File: config.mk
export PLATFORM = sky130hd
export DESIGN_NAME = integer_to_radix_digits
export DESIGN_NICKNAME = d
export VERILOG_FILES = /design/src/rtl/itrd_pkg.sv /design/src/rtl/integer_to_radix_digits.sv
export SDC_FILE = /design/constraint.sdc
export NUM_CORES = 1
export LEC_CHECK = 0
export BUFFER_PORTS_ARGS = -buffer_cell sky130_fd_sc_hd__buf_2
export CORE_MARGIN = 4
export CORE_UTILIZATION = 30
export DETAILED_ROUTE_END_ITERATION = 10
export SLEW_MARGIN = 5
export SYNTH_ARGS = -nofsm -noshare
export SYNTH_HDL_FRONTEND = slang
export SYNTH_SLANG_ARGS = --single-unit
export TNS_END_PERCENT = 20
File: constraint.sdc
create_clock -name aclk -period 3.8 [get_ports aclk]
set_input_delay 0 -clock aclk [delete_from_list [all_inputs] [get_ports aclk]]
set_output_delay 0 -clock aclk [all_outputs]
set_load 0.05 [all_outputs]
File: src/rtl/itrd_pkg.sv
// ----------------------------------------------------------------------------
// itrd_pkg: shared constants and helpers for the radix digit converter
// Value width, derived counter widths, character codes and the digit map.
// ----------------------------------------------------------------------------
package itrd_pkg;

    localparam int VALUE_BITS = 32;
    localparam int IDX_W      = $clog2(VALUE_BITS);
    localparam int CNT_W      = $clog2(VALUE_BITS + 1);
    localparam int RADIX_W    = 6;
    localparam int DIGIT_W    = 5;
    localparam int CHAR_W     = 7;

    localparam logic [RADIX_W-1:0] RADIX_RESET = 6'd10;
    localparam logic [RADIX_W-1:0] RADIX_MIN   = 6'd2;
    localparam logic [RADIX_W-1:0] RADIX_MAX   = 6'd32;
    localparam logic [RADIX_W-1:0] RADIX_DEC   = 6'd10;

    localparam logic [CHAR_W-1:0] CHAR_ZERO  = 7'd48;
    localparam logic [CHAR_W-1:0] CHAR_A     = 7'd65;
    localparam logic [CHAR_W-1:0] CHAR_MINUS = 7'd45;
    localparam logic [CHAR_W-1:0] CHAR_NUL   = 7'd0;
    localparam logic [DIGIT_W-1:0] DIGIT_TEN = 5'd10;

    typedef enum logic [5:0] {
        ST_IDLE  = 6'b000001,
        ST_DIV   = 6'b000010,
        ST_STORE = 6'b000100,
        ST_SIGN  = 6'b001000,
        ST_RD    = 6'b010000,
        ST_OUT   = 6'b100000
    } state_t;

    // Digits 0-9 map to '0'-'9', digits 10-31 to 'A'-'V'.
    function automatic logic [CHAR_W-1:0] digit_char(input logic [DIGIT_W-1:0] d);
        logic [CHAR_W-1:0] r;
        if (d >= DIGIT_TEN) begin
            r = CHAR_A + {2'b00, d - DIGIT_TEN};
        end else begin
            r = CHAR_ZERO + {2'b00, d};
        end
        return r;
    endfunction

endpackage

File: src/rtl/integer_to_radix_digits.sv
// Timing: each digit comes from the bit-serial restoring divider (ST_DIV, then
// ST_STORE into the digit memory); each character is then read out (ST_RD, then
// ST_OUT), after a leading minus sign (ST_SIGN) for a negative value in radix 10,
// and output stalls hold the sign and the read-out.
// Throughput: one conversion at a time; a new value is taken only in ST_IDLE. An
// invalid radix gives a lone error request. Reset: synchronous active-low aresetn, radix 10.
// ----------------------------------------------------------------------------
// integer_to_radix_digits
// Converts a signed value to ASCII digits in a configurable radix, MSB first.
// ----------------------------------------------------------------------------
module integer_to_radix_digits
    import itrd_pkg::*;
(
    input  logic                         aclk,
    input  logic                         aresetn,
    input  logic                         cfg_valid,
    output logic                         cfg_ready,
    input  logic [RADIX_W-1:0]           cfg_data,
    input  logic                         s_valid,
    output logic                         s_ready,
    input  logic signed [VALUE_BITS-1:0] s_value,
    output logic                         m_valid,
    input  logic                         m_ready,
    output logic [CHAR_W-1:0]            m_char_code,
    output logic                         m_last,
    output logic                         m_error
);

    state_t                  state_reg, state_next;
    logic [RADIX_W-1:0]      radix_reg;
    logic [VALUE_BITS-1:0]   mag_reg, mag_next;
    logic [DIGIT_W-1:0]      rem_reg, rem_next;
    logic [IDX_W-1:0]        bit_reg, bit_next;
    logic [CNT_W-1:0]        count_reg, count_next;
    logic                    neg_reg, neg_next;
    logic [DIGIT_W-1:0]      digit_store [VALUE_BITS];
    logic [DIGIT_W-1:0]      rd_data_reg;
    logic                    m_valid_reg, m_valid_next;
    logic [CHAR_W-1:0]       m_char_reg, m_char_next;
    logic                    m_last_reg, m_last_next;
    logic                    m_error_reg, m_error_next;

    logic                    radix_ok;
    logic                    out_free;
    logic [RADIX_W-1:0]      rem_shift;
    logic                    q_bit;
    logic [CNT_W-1:0]        count_inc;
    logic [CNT_W-1:0]        count_dec;
    logic                    do_store;
    logic                    do_read;

    assign cfg_ready   = 1'b1;
    assign s_ready     = (state_reg == ST_IDLE);
    assign m_valid     = m_valid_reg;
    assign m_char_code = m_char_reg;
    assign m_last      = m_last_reg;
    assign m_error     = m_error_reg;

    assign radix_ok  = (radix_reg >= RADIX_MIN) && (radix_reg <= RADIX_MAX);
    assign out_free  = !m_valid_reg || m_ready;
    assign rem_shift = {rem_reg, mag_reg[VALUE_BITS-1]};
    assign q_bit     = (rem_shift >= radix_reg);
    assign count_inc = count_reg + 1'b1;
    assign count_dec = count_reg - 1'b1;
    assign do_store  = (state_reg == ST_STORE);
    assign do_read   = (state_reg == ST_RD);

    always_comb begin
        state_next   = state_reg;
        mag_next     = mag_reg;
        rem_next     = rem_reg;
        bit_next     = bit_reg;
        count_next   = count_reg;
        neg_next     = neg_reg;
        m_valid_next = m_valid_reg && !m_ready;
        m_char_next  = m_char_reg;
        m_last_next  = m_last_reg;
        m_error_next = m_error_reg;

        case (state_reg)
            ST_IDLE: begin
                if (s_valid) begin
                    if (!radix_ok) begin
                        // A bad radix answers with one error request and no digits.
                        if (out_free) begin
                            m_valid_next = 1'b1;
                            m_char_next  = CHAR_NUL;
                            m_last_next  = 1'b1;
                            m_error_next = 1'b1;
                        end else begin
                            state_next = ST_SIGN;
                            neg_next   = 1'b0;
                        end
                    end else begin
                        mag_next   = s_value[VALUE_BITS-1] ? VALUE_BITS'(-s_value)
                                                           : VALUE_BITS'(s_value);
                        neg_next   = s_value[VALUE_BITS-1] && (radix_reg == RADIX_DEC);
                        rem_next   = '0;
                        bit_next   = '0;
                        count_next = '0;
                        state_next = ST_DIV;
                    end
                end
            end
            ST_DIV: begin
                // Quotient bits shift into the magnitude word as its top bits leave.
                rem_next = q_bit ? DIGIT_W'(rem_shift - radix_reg) : rem_shift[DIGIT_W-1:0];
                mag_next = {mag_reg[VALUE_BITS-2:0], q_bit};
                bit_next = bit_reg + 1'b1;
                if (bit_reg == IDX_W'(VALUE_BITS - 1)) begin
                    state_next = ST_STORE;
                end
            end
            ST_STORE: begin
                count_next = count_inc;
                rem_next   = '0;
                bit_next   = '0;
                if ((mag_reg == '0) || (count_inc == CNT_W'(VALUE_BITS))) begin
                    state_next = neg_reg ? ST_SIGN : ST_RD;
                end else begin
                    state_next = ST_DIV;
                end
            end
            ST_SIGN: begin
                // Also holds a pending error result while the output is busy.
                if (out_free) begin
                    m_valid_next = 1'b1;
                    m_last_next  = !radix_ok;
                    m_error_next = !radix_ok;
                    m_char_next  = radix_ok ? CHAR_MINUS : CHAR_NUL;
                    state_next   = radix_ok ? ST_RD : ST_IDLE;
                end
            end
            ST_RD: begin
                state_next = ST_OUT;
            end
            ST_OUT: begin
                if (out_free) begin
                    m_valid_next = 1'b1;
                    m_char_next  = digit_char(rd_data_reg);
                    m_last_next  = (count_reg == CNT_W'(1));
                    m_error_next = 1'b0;
                    count_next   = count_dec;
                    state_next   = (count_reg == CNT_W'(1)) ? ST_IDLE : ST_RD;
                end
            end
            default: begin
                state_next = ST_IDLE;
            end
        endcase
    end

    always_ff @(posedge aclk) begin
        if (!aresetn) begin
            state_reg   <= ST_IDLE;
            radix_reg   <= RADIX_RESET;
            mag_reg     <= '0;
            count_reg   <= '0;
            neg_reg     <= 1'b0;
            m_valid_reg <= 1'b0;
        end else begin
            state_reg   <= state_next;
            mag_reg     <= mag_next;
            count_reg   <= count_next;
            neg_reg     <= neg_next;
            m_valid_reg <= m_valid_next;
            if (cfg_valid && cfg_ready) begin
                radix_reg <= cfg_data;
            end
        end
    end

    always_ff @(posedge aclk) begin
        rem_reg     <= rem_next;
        bit_reg     <= bit_next;
        m_char_reg  <= m_char_next;
        m_last_reg  <= m_last_next;
        m_error_reg <= m_error_next;
    end

    always_ff @(posedge aclk) begin
        if (do_store) begin
            digit_store[count_reg[IDX_W-1:0]] <= rem_reg;
        end
        if (do_read) begin
            rd_data_reg <= digit_store[count_dec[IDX_W-1:0]];
        end
    end

`ifndef ASSERT_OFF
    a_rem_below_radix: assert property (@(posedge aclk) disable iff (!aresetn)
        (state_reg == ST_DIV) |-> (RADIX_W'(rem_reg) < radix_reg))
        else $error("remainder not below radix during division");

    a_error_is_single: assert property (@(posedge aclk) disable iff (!aresetn)
        (m_valid_reg && m_error_reg) |-> (m_last_reg && (m_char_reg == CHAR_NUL)))
        else $error("error result is not a lone final request");

    a_count_range: assert property (@(posedge aclk) disable iff (!aresetn)
        (count_reg <= CNT_W'(VALUE_BITS)))
        else $error("digit count beyond the digit store");

    a_emit_has_digit: assert property (@(posedge aclk) disable iff (!aresetn)
        ((state_reg == ST_RD) || (state_reg == ST_OUT)) |-> (count_reg != '0))
        else $error("emitting with no stored digit");
`endif

endmodule

==> summary.md, run 1 <==
| Metric | Value |
|---|---|
| Fin crit period | `2.897 ns` |
| CP endpoint kind | `flip-flop` |
| Num CTS Buffers | `25` |
| Slew HR | `0.2442` |
| Ports | `55` |
| Die ar. | `40110 um^2` |
| Clock sink total | `approximately 240` |
| Final setup violation count | `0` |
| ANT nets after route | `0` |
| Post-route cell area | `around 13000 um^2` |
| Startpoint type of the worst setup path | `flip-flop` |
| Synth Net Count | `approximately 890` |
| Placed Cells | `between 1000 and 1500` |
| Flip-flop count of the largest register after layout | `160` |
| Clock tree from TritonCTS | `built` |
| Final core area utilization | `0.3607` |
| Mux contribution to synthesized area | `0.1176` |
| Top FF cell, synth | `edfxtp_1` |
| Sequential area share after synthesis | `0.5921` |
| Synthesis-stage register bit count | `236` |
| Top Metal Used | `met4` |
| DR vias/cell | `approximately 5.1` |
| Synth area leaders | `edfxtp_1, mux4_2, dfxtp_1` |
| Avg Cell Area, Syn | `approximately 13 um^2` |
| Worst Tran Pin Value | `between 1 and 1.5 ns` |
| Max incr delay on CP | `around 0.63 ns` |
| Post-Route Setup TNS | `0 ns` |
| Max Clock Freq | `approximately 0.35 GHz` |
| Global-route total usage across every layer | `0.1266` |
| Top cell type's share of synthesized area | `0.4982` |
| Die width | `about 200 um` |
| WL met2 | `12.08 mm` |
| Max Cap Violations | `0` |
| Non-filler instance count after layout | `roughly 1400` |
| Cell taking the most area after synthesis | `edfxtp_1` |
| Iter 0 DRT Violations | `724` |
| RSZ-0062 raised after global routing | `no` |
| Height of the die | `roughly 200 um` |
| RePlAce Congestion | `between 0.8 and 0.9` |
| Worst-path fanout max | `10` |
| Max Root-Sink Buffers | `3` |
| Fillers | `~3400` |
| CTS resizes | `0` |
| Vias in the first global route | `7235` |
| Cells after Synth | `roughly 830` |
| Hold WC Path Type | `in2reg` |
| Largest family of logic cells by synthesized area | `multiplexers` |
| Worst path top cell family by delay | `compound AO/OA/AOI/OAI gates` |
| Count of pins over their slew limit | `0` |
| Final Power | `slightly below 8 mW` |
| Antenna violations before repair | `0` |
| Final net count | `a little under 1000` |
| Placed Area | `11890 um^2` |
| XOR/XNOR Fraction of Synth Area | `0.03712` |
| Drt first pass iters | `5` |
| Post-CTS setup buffers | `0` |
| H-tree Lvls | `1` |
| Clk Latency, worst-skew pair | `0.53 ns` |
| Final HPWL DP | `17.05 mm` |
| Wire length on met3 | `1.252 mm` |
| Status | `finished, final reports clean` |
| Ratio of cells with drive above 1 in the final layout | `0.1926` |
| DRC violations left | `0` |
| Final Hold Vio Count | `0` |
| Crit Path Category | `reg2reg` |
| Library cells used by synthesis | `73` |
| Final worst slack | `approximately 0.90 ns` |
| Synthesis Warnings | `0` |
| First-pass GRT wire length | `between 40 and 50 mm` |
| PwrDens | `~590 nW/um^2` |
| Async S/R FF share, synth | `0` |
| Ant diodes | `0` |
| Crit path cell chain | `nor4_1 -> mux2i_1 -> a21oi_1 -> a211oi_2 -> o21ai_1 -> a31o_2` |
| Simple-gate portion of the synthesized area | `0.1162` |
| Clk_skew | `around 0.011 ns` |
| Clock-pin transition on the worst setup and hold timing paths | `roughly 0.06 ns` |
| Worst-case hold slack | `approximately 0.11 ns` |
| Pre-CTS setup slack | `roughly 1.0 ns` |
| CTS Root Cell | `clkbuf_16` |
| CP required | `approximately 4.2 ns` |
| Leakage | `around 4.4 nW` |
| Grt ovf | `0` |
| Average wire per standard cell | `18.34 um` |
| Hold_buf cts | `between 50 and 60` |
| Period utilization | `0.7623` |
| Initial core utilization | `0.3037` |
| Largest net degree at the start of global routing | `~50` |
| Vias post-DR | `~7200` |
| DRT met1 WL | `11.97 mm` |
| # rows | `70` |
| Final WL | `about 26 mm` |
| Critical Path AT | `3.32 ns` |
| Synth Area in Adders | `0.02414` |
| Synth Area in Compound Gates | `0.08416` |
| EDFF count, synth | `184` |
| Layout Area Growth over Synthesis | `18.79%` |
| Core area | `36520 um^2` |
| Peak supply drop | `about 0.30 mV` |
| Critical path's slowest cell | `mux2i_1` |
| I/O Buffers | `53` |
| Critical path buffer and inverter count | `0` |
| Mapped Area | `11090 um^2` |
## cell families (layout without fill, tap and decap cells)
group,Yosys count,in the layout
xor gates and xnor gates,47,47
muxes,67,67
buffers and inverters,71,191
other,1,1
and+or+nand+nor,253,253
adders and majority gates,21,21
AOI/OAI and AO/OA,129,129
DFF,236,236
## per-layer routing
layer,track usage,vias up
met2,0.2039,201
met4,0.03589,0
met3,0.01732,45
li1,-,3395
met5,0,-
met1,0.1806,3580
## path summary, 6_finish.rpt
check,start,end,slack (ns),cells after the start
setup / recovery,radix_reg[1],count_reg[2],0.90,6
hold reg to reg,mag_reg[1],mag_reg[2],0.48,2
setup reg to reg,radix_reg[1],count_reg[2],0.90,6
hold / removal,s_value[31],mag_reg[27],0.11,3
## placed cells by master (no fill, tap or decap), drive strengths merged, types with 23 or more instances in the layout
cell type	n
edfxtp	184
nor2	77
buf	72
dfxtp	52
dlygate4sd3	51
mux4	50
nand3	43
nand2	42
clkbuf	34
o21ai	30
xor2	27
inv	23
## worst min-delay path, stage by stage
cell      delay (ns)
buf_2           0.30
nand4b_1        0.21
a31oi_1         0.08
## cell type report
type / count / area (um^2) / area share
flip-flops and latches: 236 / 6568 / 0.4985
multi-input cells: 518 / 4215 / 0.3199
repair buffers: 123 / 943.4 / 0.07161
clock buffers: 34 / 681.9 / 0.05176
well taps: 468 / 585.6 / 0.04444
clock inverters: 11 / 95.09 / 0.007217
inverters: 23 / 86.33 / 0.006553
## cells in the mapped netlist, types with 7 or more instances
master	n
nand3_1	43
xor2_1	27
ha_1	19
nor2b_1	13
dfxtp_1	52
o31ai_1	15
edfxtp_1	184
a21oi_1	13
o221ai_1	14
nor2_1	77
nand2b_1	8
xnor2_1	20
nand2_1	42
mux4_2	50
o21ai_0	27
nor4_1	14
inv_1	22
o211ai_1	13
clkbuf_1	36
mux2i_1	11
and3_1	7
## report_power, final
group	leakage, nW	switching, mW	internal [mW]
clock network	0.385	0.985	1.33
registers	2.10	0.205	3.25
logic	1.89	1.16	0.819
No activity file was read; power rests on OpenSTA's default activity.
==> inputs of run 2 (changes only) <==
==> constraint.sdc (replaced) <==
create_clock -name aclk -period 2.4 [get_ports aclk]
set_input_delay 0 -clock aclk [delete_from_list [all_inputs] [get_ports aclk]]
set_output_delay 0 -clock aclk [all_outputs]
set_load 0.05 [all_outputs]
==> run 2 against run 1 <==
  * Clock power grew 58%
  * Non-clock buffer count grew 60
  * Largest power group unchanged
  * Clock skew grew 0.0089 ns
  * Fmax grew 24%
  * Global-route usage grew 0.47 points
  * Utilization grew 1.5 points
  * Critical path depth is the same
  * Total power grew 62%
  * Sequential power grew 56%
  * Critical endpoint is now rd_data_reg[2]
  * Worst hold slack lost 0.095 ns
==> summary.md, run 2 (same netlist as run 1, synthesis figures left out) <==
| Metric | Value |
|---|---|
| Final Hold Vio Count | `0 (unchanged)` |
| Grt ovf | `0 (unchanged)` |
| Final HPWL DP | `18.09 mm (+6.1%)` |
| Final WL | `26.90 mm (+3.8%)` |
| PwrDens | `913.0 nW/um^2 (+55%)` |
| Ant diodes | `0 (unchanged)` |
| DR vias/cell | `5.078 (-0.63%)` |
| Fin crit period | `2.328 ns (-0.5694 ns)` |
| Critical Path AT | `2.60 ns (-0.72 ns)` |
| I/O Buffers | `53 (unchanged)` |
| Fillers | `3424 (+0.18%)` |
| Period utilization | `0.9698 (+0.2075)` |
| Layout Area Growth over Synthesis | `23.84%` |
| # rows | `70 (unchanged)` |
| Max Clock Freq | `0.4296 GHz (+24%)` |
| Antenna violations before repair | `0 (unchanged)` |
| H-tree Lvls | `1 (unchanged)` |
| Max Cap Violations | `0 (unchanged)` |
| Height of the die | `200.3 um (unchanged)` |
| Final setup violation count | `0 (unchanged)` |
| Leakage | `4.705 nW (+7.5%)` |
| Commonest non-fill, non-tap cell in the layout | `edfxtp_1` |
| CP endpoint kind | `flip-flop` |
| Final worst slack | `0.07248 ns (-0.8306 ns)` |
| Post-Route Setup TNS | `0 ns (unchanged)` |
| Die width | `200.3 um (unchanged)` |
| Placed Cells | `1372 (+4.2%)` |
| Clock sink total | `236 (unchanged)` |
| Largest net degree at the start of global routing | `36 (-29%)` |
| Count of pins over their slew limit | `0 (unchanged)` |
| Most frequent cells in the layout | `edfxtp_1, nor2_1, buf_4, dlygate4sd3_1, buf_2` |
| RSZ-0062 raised after global routing | `no` |
| Clk_skew | `0.01945 ns (+0.008940 ns)` |
| CP required | `2.68 ns (-1.54 ns)` |
| Iter 0 DRT Violations | `605 (-16%)` |
| Vias in the first global route | `7334 (+1.4%)` |
| Crit Path Category | `reg2reg` |
| ANT nets after route | `0 (unchanged)` |
| Initial core utilization | `0.3037 (unchanged)` |
| Core area | `36520 um^2 (unchanged)` |
| Final net count | `1050 (+6.1%)` |
| Peak supply drop | `0.5827 mV (+93%)` |
| Worst Hold Depth | `5 (+2)` |
| Average wire per standard cell | `18.27 um (-0.37%)` |
| R2R depth | `6 (unchanged)` |
| Worst Tran Pin Value | `0.8472 ns (-0.2865 ns)` |
| Hold WC Path Type | `in2reg` |
| Ports | `55 (unchanged)` |
| Clock tree from TritonCTS | `built` |
| Drt first pass iters | `5 (unchanged)` |
| Startpoint type of the worst setup path | `flip-flop` |
| Max Root-Sink Buffers | `3 (unchanged)` |
| Clk Latency, worst-skew pair | `0.53 ns (about the same)` |
| Worst-path fanout max | `21 (+11)` |
| Clock-pin transition on the worst setup and hold timing paths | `0.06 ns (about the same)` |
| RePlAce Congestion | `0.7877 (-3.0%)` |
| First-pass GRT wire length | `42.68 mm (+2.7%)` |
| Flip-flop count of the largest register after layout | `160 (unchanged)` |
| Slew HR | `0.4331 (+0.1889)` |
| Final Power | `12.54 mW (+62%)` |
| Worst-case hold slack | `0.01939 ns (-0.09504 ns)` |
| Die ar. | `40110 um^2 (unchanged)` |
| Global-route total usage across every layer | `0.1313 (+0.004671)` |
| Num CTS Buffers | `25 (unchanged)` |
| DRC violations left | `0 (unchanged)` |
| Vias post-DR | `7475 (+3.5%)` |
| Non-filler instance count after layout | `1472 (+4.2%)` |
| Ratio of cells with drive above 1 in the final layout | `0.2420 (+0.04944)` |
| Status | `finished, final reports clean` |
| Pre-CTS setup slack | `0.006309 ns (-1.015 ns)` |
| CTS Root Cell | `clkbuf_16` |
-- run 2: cell types whose count changed in the layout (fill, tap and decap cells not counted), moves of 2 or more --
cell | previous run | this run
clkinv_1 | 4 | 7
clkinv_2 | 5 | 2
clkbuf_1 | 7 | 5
buf_12 | 2 | 5
dlygate4sd3_1 | 51 | 55
buf_4 | 17 | 68
-- run 2: area by class of cell --
cell class,instances,area [um^2],share of cell area
Multi-Input combinational cell,518,4272,0.3110
Clock inverter,14,126.4,0.009201
Sequential cell,236,6568,0.4782
Inverter,23,86.33,0.006286
Timing Repair Buffer,183,1453,0.1058
Tap cell,468,585.6,0.04263
Clock buffer,30,644.4,0.04692
-- run 2: final timing paths --
kind         slack (ns)              to         start
max                0.07  rd_data_reg[2]  count_reg[0]
min                0.02      mag_reg[3]    s_value[3]
max reg2reg        0.07  rd_data_reg[2]  count_reg[0]
min reg2reg        0.47      mag_reg[1]    mag_reg[0]
-- run 2: per-stage QoR --
step | cell area (um^2) | util
final | 13730 | 0.3761
after global routing | 13730 | 0.3761
after floorplan | 11200 | -
after CTS | 13700 | 0.3750
after global placement | 12370 | 0.3387
after detailed placement | 12370 | 0.3387
-- run 2: what timing repair did --
item / 4_1_cts / 5_1_grt
cloned: 0 / 0
setup buffers: 0 / 1
resized for setup: 1 / 6
hold buffers: 55 / 0
setup endpoints to repair: 1 / 17
pin swaps: 0 / 1
hold endpoints to repair: 44 / 0
-- run 2: worst max-delay path: stages (launching register included) --
cell and delay (ns):
dfxtp_2 0.37, inv_2 0.08, ha_4 0.30, buf_12 0.17, mux4_2 0.34, mux4_2 0.51
mux2_2 0.29
-- run 2: routing by layer --
metal	vias to the layer above	track usage	share of wire
met5	-	0	0
met3	41	0.01473	0.041
met4	0	0.03441	0.024
met2	188	0.2128	0.48
met1	3736	0.1892	0.45
li1	3510	-	-
-- run 2: power by group --
| part | total [mW] | switching (mW) | internal [mW] |
|---|---|---|---|
| registers | 5.37 | 0.232 | 5.14 |
| logic | 3.50 | 2.01 | 1.49 |
| clock network | 3.67 | 1.54 | 2.12 |
==> inputs of run 3 (changes only) <==
--- a/config.mk
+++ b/config.mk
@@ -6,6 +6,7 @@
 export NUM_CORES = 1
 export LEC_CHECK = 0
 export BUFFER_PORTS_ARGS = -buffer_cell sky130_fd_sc_hd__buf_2
+export CORE_ASPECT_RATIO = 1.75
 export CORE_MARGIN = 4
 export CORE_UTILIZATION = 30
 export DETAILED_ROUTE_END_ITERATION = 10
==> run 3 against run 2 <==
  * First-iteration DRC count down 26%
  * Clock skew down 0.0021 ns
  * Design area about the same
  * Die area up 0.30%
  * Critical path depth unchanged
  * Fmax down 0.92%
  * Utilization up 0.23 points
  * Via count about the same
  * Critical endpoint is now rd_data_reg[1]
  * Global-route usage up 1.0 points
  * Largest cell class unchanged
  * Critical path type unchanged
  * Sequential cell count unchanged
  * Setup slack worse by 0.022 ns
==> summary.md, run 3 (same netlist as run 1, synthesis figures left out) <==
| Metric | Value |
|---|---|
| CP endpoint kind | `flip-flop` |
| Die ar. | `40230 um^2 (+0.30%)` |
| Final Hold Vio Count | `0 (unchanged)` |
| PwrDens | `904.1 nW/um^2 (-0.97%)` |
| Vias post-DR | `7471 (-0.054%)` |
| Most frequent cells in the layout | `edfxtp_1, nor2_1, buf_4, dlygate4sd3_1, buf_2` |
| Placed Area | `12420 um^2 (+0.36%)` |
| Max Cap Violations | `0 (unchanged)` |
| Max Clock Freq | `0.4257 GHz (-0.92%)` |
| Average wire per standard cell | `19.68 um (+7.7%)` |
| Vias in the first global route | `7860 (+7.2%)` |
| Drt first pass iters | `5 (unchanged)` |
| Sequential share of power | `0.434 (+0.005)` |
| DRC violations left | `0 (unchanged)` |
| Worst Tran Pin Value | `0.8258 ns (-0.02135 ns)` |
| Num CTS Buffers | `21 (-16%)` |
| Grt ovf | `0 (unchanged)` |
| RePlAce Congestion | `0.8635 (+9.6%)` |
| First-pass GRT wire length | `44.81 mm (+5.0%)` |
| Fillers | `3417 (-0.20%)` |
| Clock power frac | `0.279 (-0.013)` |
| Clk Latency, worst-skew pair | `0.51 ns (-0.02 ns)` |
| Global-route total usage across every layer | `0.1417 (+0.01043)` |
| Count of pins over their slew limit | `0 (unchanged)` |
| Clock-pin transition on the worst setup and hold timing paths | `0.08 ns (+0.02 ns)` |
| Peak supply drop | `0.5516 mV (-5.4%)` |
| Fin crit period | `2.349 ns (+0.02168 ns)` |
| Die width | `153.3 um (-23%)` |
| ANT nets after route | `0 (unchanged)` |
| DR vias/cell | `5.072 (-0.12%)` |
| NetSw | `3.787 mW (about the same)` |
| Hold WC Path Type | `in2reg` |
| Crit Path Category | `reg2reg` |
| RSZ-0062 raised after global routing | `no` |
| Flip-flop count of the largest register after layout | `160 (unchanged)` |
| Worst-case hold slack | `0.02329 ns (+0.003906 ns)` |
| Largest net degree at the start of global routing | `34 (-5.6%)` |
| Final HPWL DP | `21.50 mm (+19%)` |
| Antenna violations before repair | `0 (unchanged)` |
| Iter 0 DRT Violations | `446 (-26%)` |
| Core area | `36260 um^2 (-0.72%)` |
| Hold Crit Start | `s_value[14]` |
| Worst-path fanout max | `20 (-4.8%)` |
| Period utilization | `0.9788 (+0.009033)` |
| CTS Root Cell | `clkbuf_16` |
| Sw Share | `0.3053 (+0.003246)` |
| Commonest non-fill, non-tap cell in the layout | `edfxtp_1` |
| Max Root-Sink Buffers | `3 (unchanged)` |
| Combinational fraction of design power | `0.287 (+0.008)` |
| Post-route cell area | `13720 um^2 (about the same)` |
| Leakage | `4.687 nW (-0.40%)` |
| Crit Reg-Reg Startpoint | `count_reg[0]` |
| Clk_skew | `0.01738 ns (-0.002072 ns)` |
| Critical Path Start | `count_reg[0]` |
| Final net count | `1052 (+0.19%)` |
| Int Power | `8.617 mW (-1.5%)` |
| Critical Path AT | `2.62 ns (+0.02 ns)` |
| Post-Route Setup TNS | `0 ns (unchanged)` |
| Height of the die | `262.4 um (+31%)` |
| H-tree Lvls | `1 (unchanged)` |
| I/O Buffers | `53 (unchanged)` |
| Layout Area Growth over Synthesis | `23.71% (about the same)` |
| Final WL | `28.99 mm (+7.8%)` |
| Final Power | `12.40 mW (-1.1%)` |
| # rows | `92 (+31%)` |
| Final setup violation count | `0 (unchanged)` |
| Ratio of cells with drive above 1 in the final layout | `0.2512 (+0.009214)` |
| Status | `finished, final reports clean` |
| Slew HR | `0.4474 (+0.01429)` |
| Clock tree from TritonCTS | `built` |
| Initial core utilization | `0.3059 (+0.002200)` |
| Ports | `55 (unchanged)` |
| Ant diodes | `0 (unchanged)` |
| CP required | `2.67 ns (about the same)` |
| Clock sink total | `236 (unchanged)` |
| Startpoint type of the worst setup path | `flip-flop` |
## run 3: layer usage
metal	GRT usage	part of all wire	vias to the layer above
met5	0	0	-
met4	0.07668	0.054	0
met3	0.01417	0.033	65
met2	0.2940	0.60	199
met1	0.1296	0.32	3706
li1	-	-	3501
## run 3: per-stage QoR
stage | setup slack [ns] | std cells | util
global placement | 0.02753 | 1378 | 0.3424
detailed placement | -0.009735 | 1378 | 0.3424
CTS | 0.04469 | 1469 | 0.3767
finish | 0.05080 | 1473 | 0.3784
global route | 0.01036 | 1473 | 0.3784
floorplan | -0.01659 | 825 | -
## run 3: cell type report
class | instances | area [um^2] | area share
clock buffers | 24 | 536.8 | 0.03912
inverters | 23 | 86.33 | 0.006292
clock inverters | 13 | 156.4 | 0.01140
flip-flops and latches | 236 | 6568 | 0.4787
well taps | 470 | 588.1 | 0.04286
multi-input cells | 518 | 4273 | 0.3114
repair buffers | 189 | 1513 | 0.1102
## run 3: power groups by stage
stage / Combinational [mW] / Clock (mW) / Sequential, mW
finish: 3.56 / 3.46 / 5.38
global route: 3.84 / 3.69 / 5.42
CTS: 3.50 / 3.54 / 5.38
detailed placement: 3.41 / 0 / 5.47
global placement: 3.35 / 0 / 5.46
floorplan: 2.12 / 0 / 5.61
## run 3: worst paths after layout
| kind | cells after the start | to | slack (ns) |
|---|---|---|---|
| max | 6 | rd_data_reg[1] | 0.05 |
| min | 4 | mag_reg[15] | 0.02 |
| max reg2reg | 6 | rd_data_reg[1] | 0.05 |
| min reg2reg | 2 | mag_reg[3] | 0.48 |
## run 3: critical path: stages, from the launching register on
cell and delay (ns):
dfxtp_2 0.39, inv_2 0.09, ha_4 0.29, buf_12 0.17, mux4_2 0.37, mux4_2 0.52
mux2_2 0.29
## run 3: timing repair
item / 4_1_cts / 5_1_grt
endpoints found under the setup margin: 4 / 25
hold buffers: 54 / 0
gates resized for setup: 2 / 6
hold endpoints to repair: 45 / 0
buffers inserted: 0 / 4
gates cloned: 0 / 0
pin swaps: 0 / 3
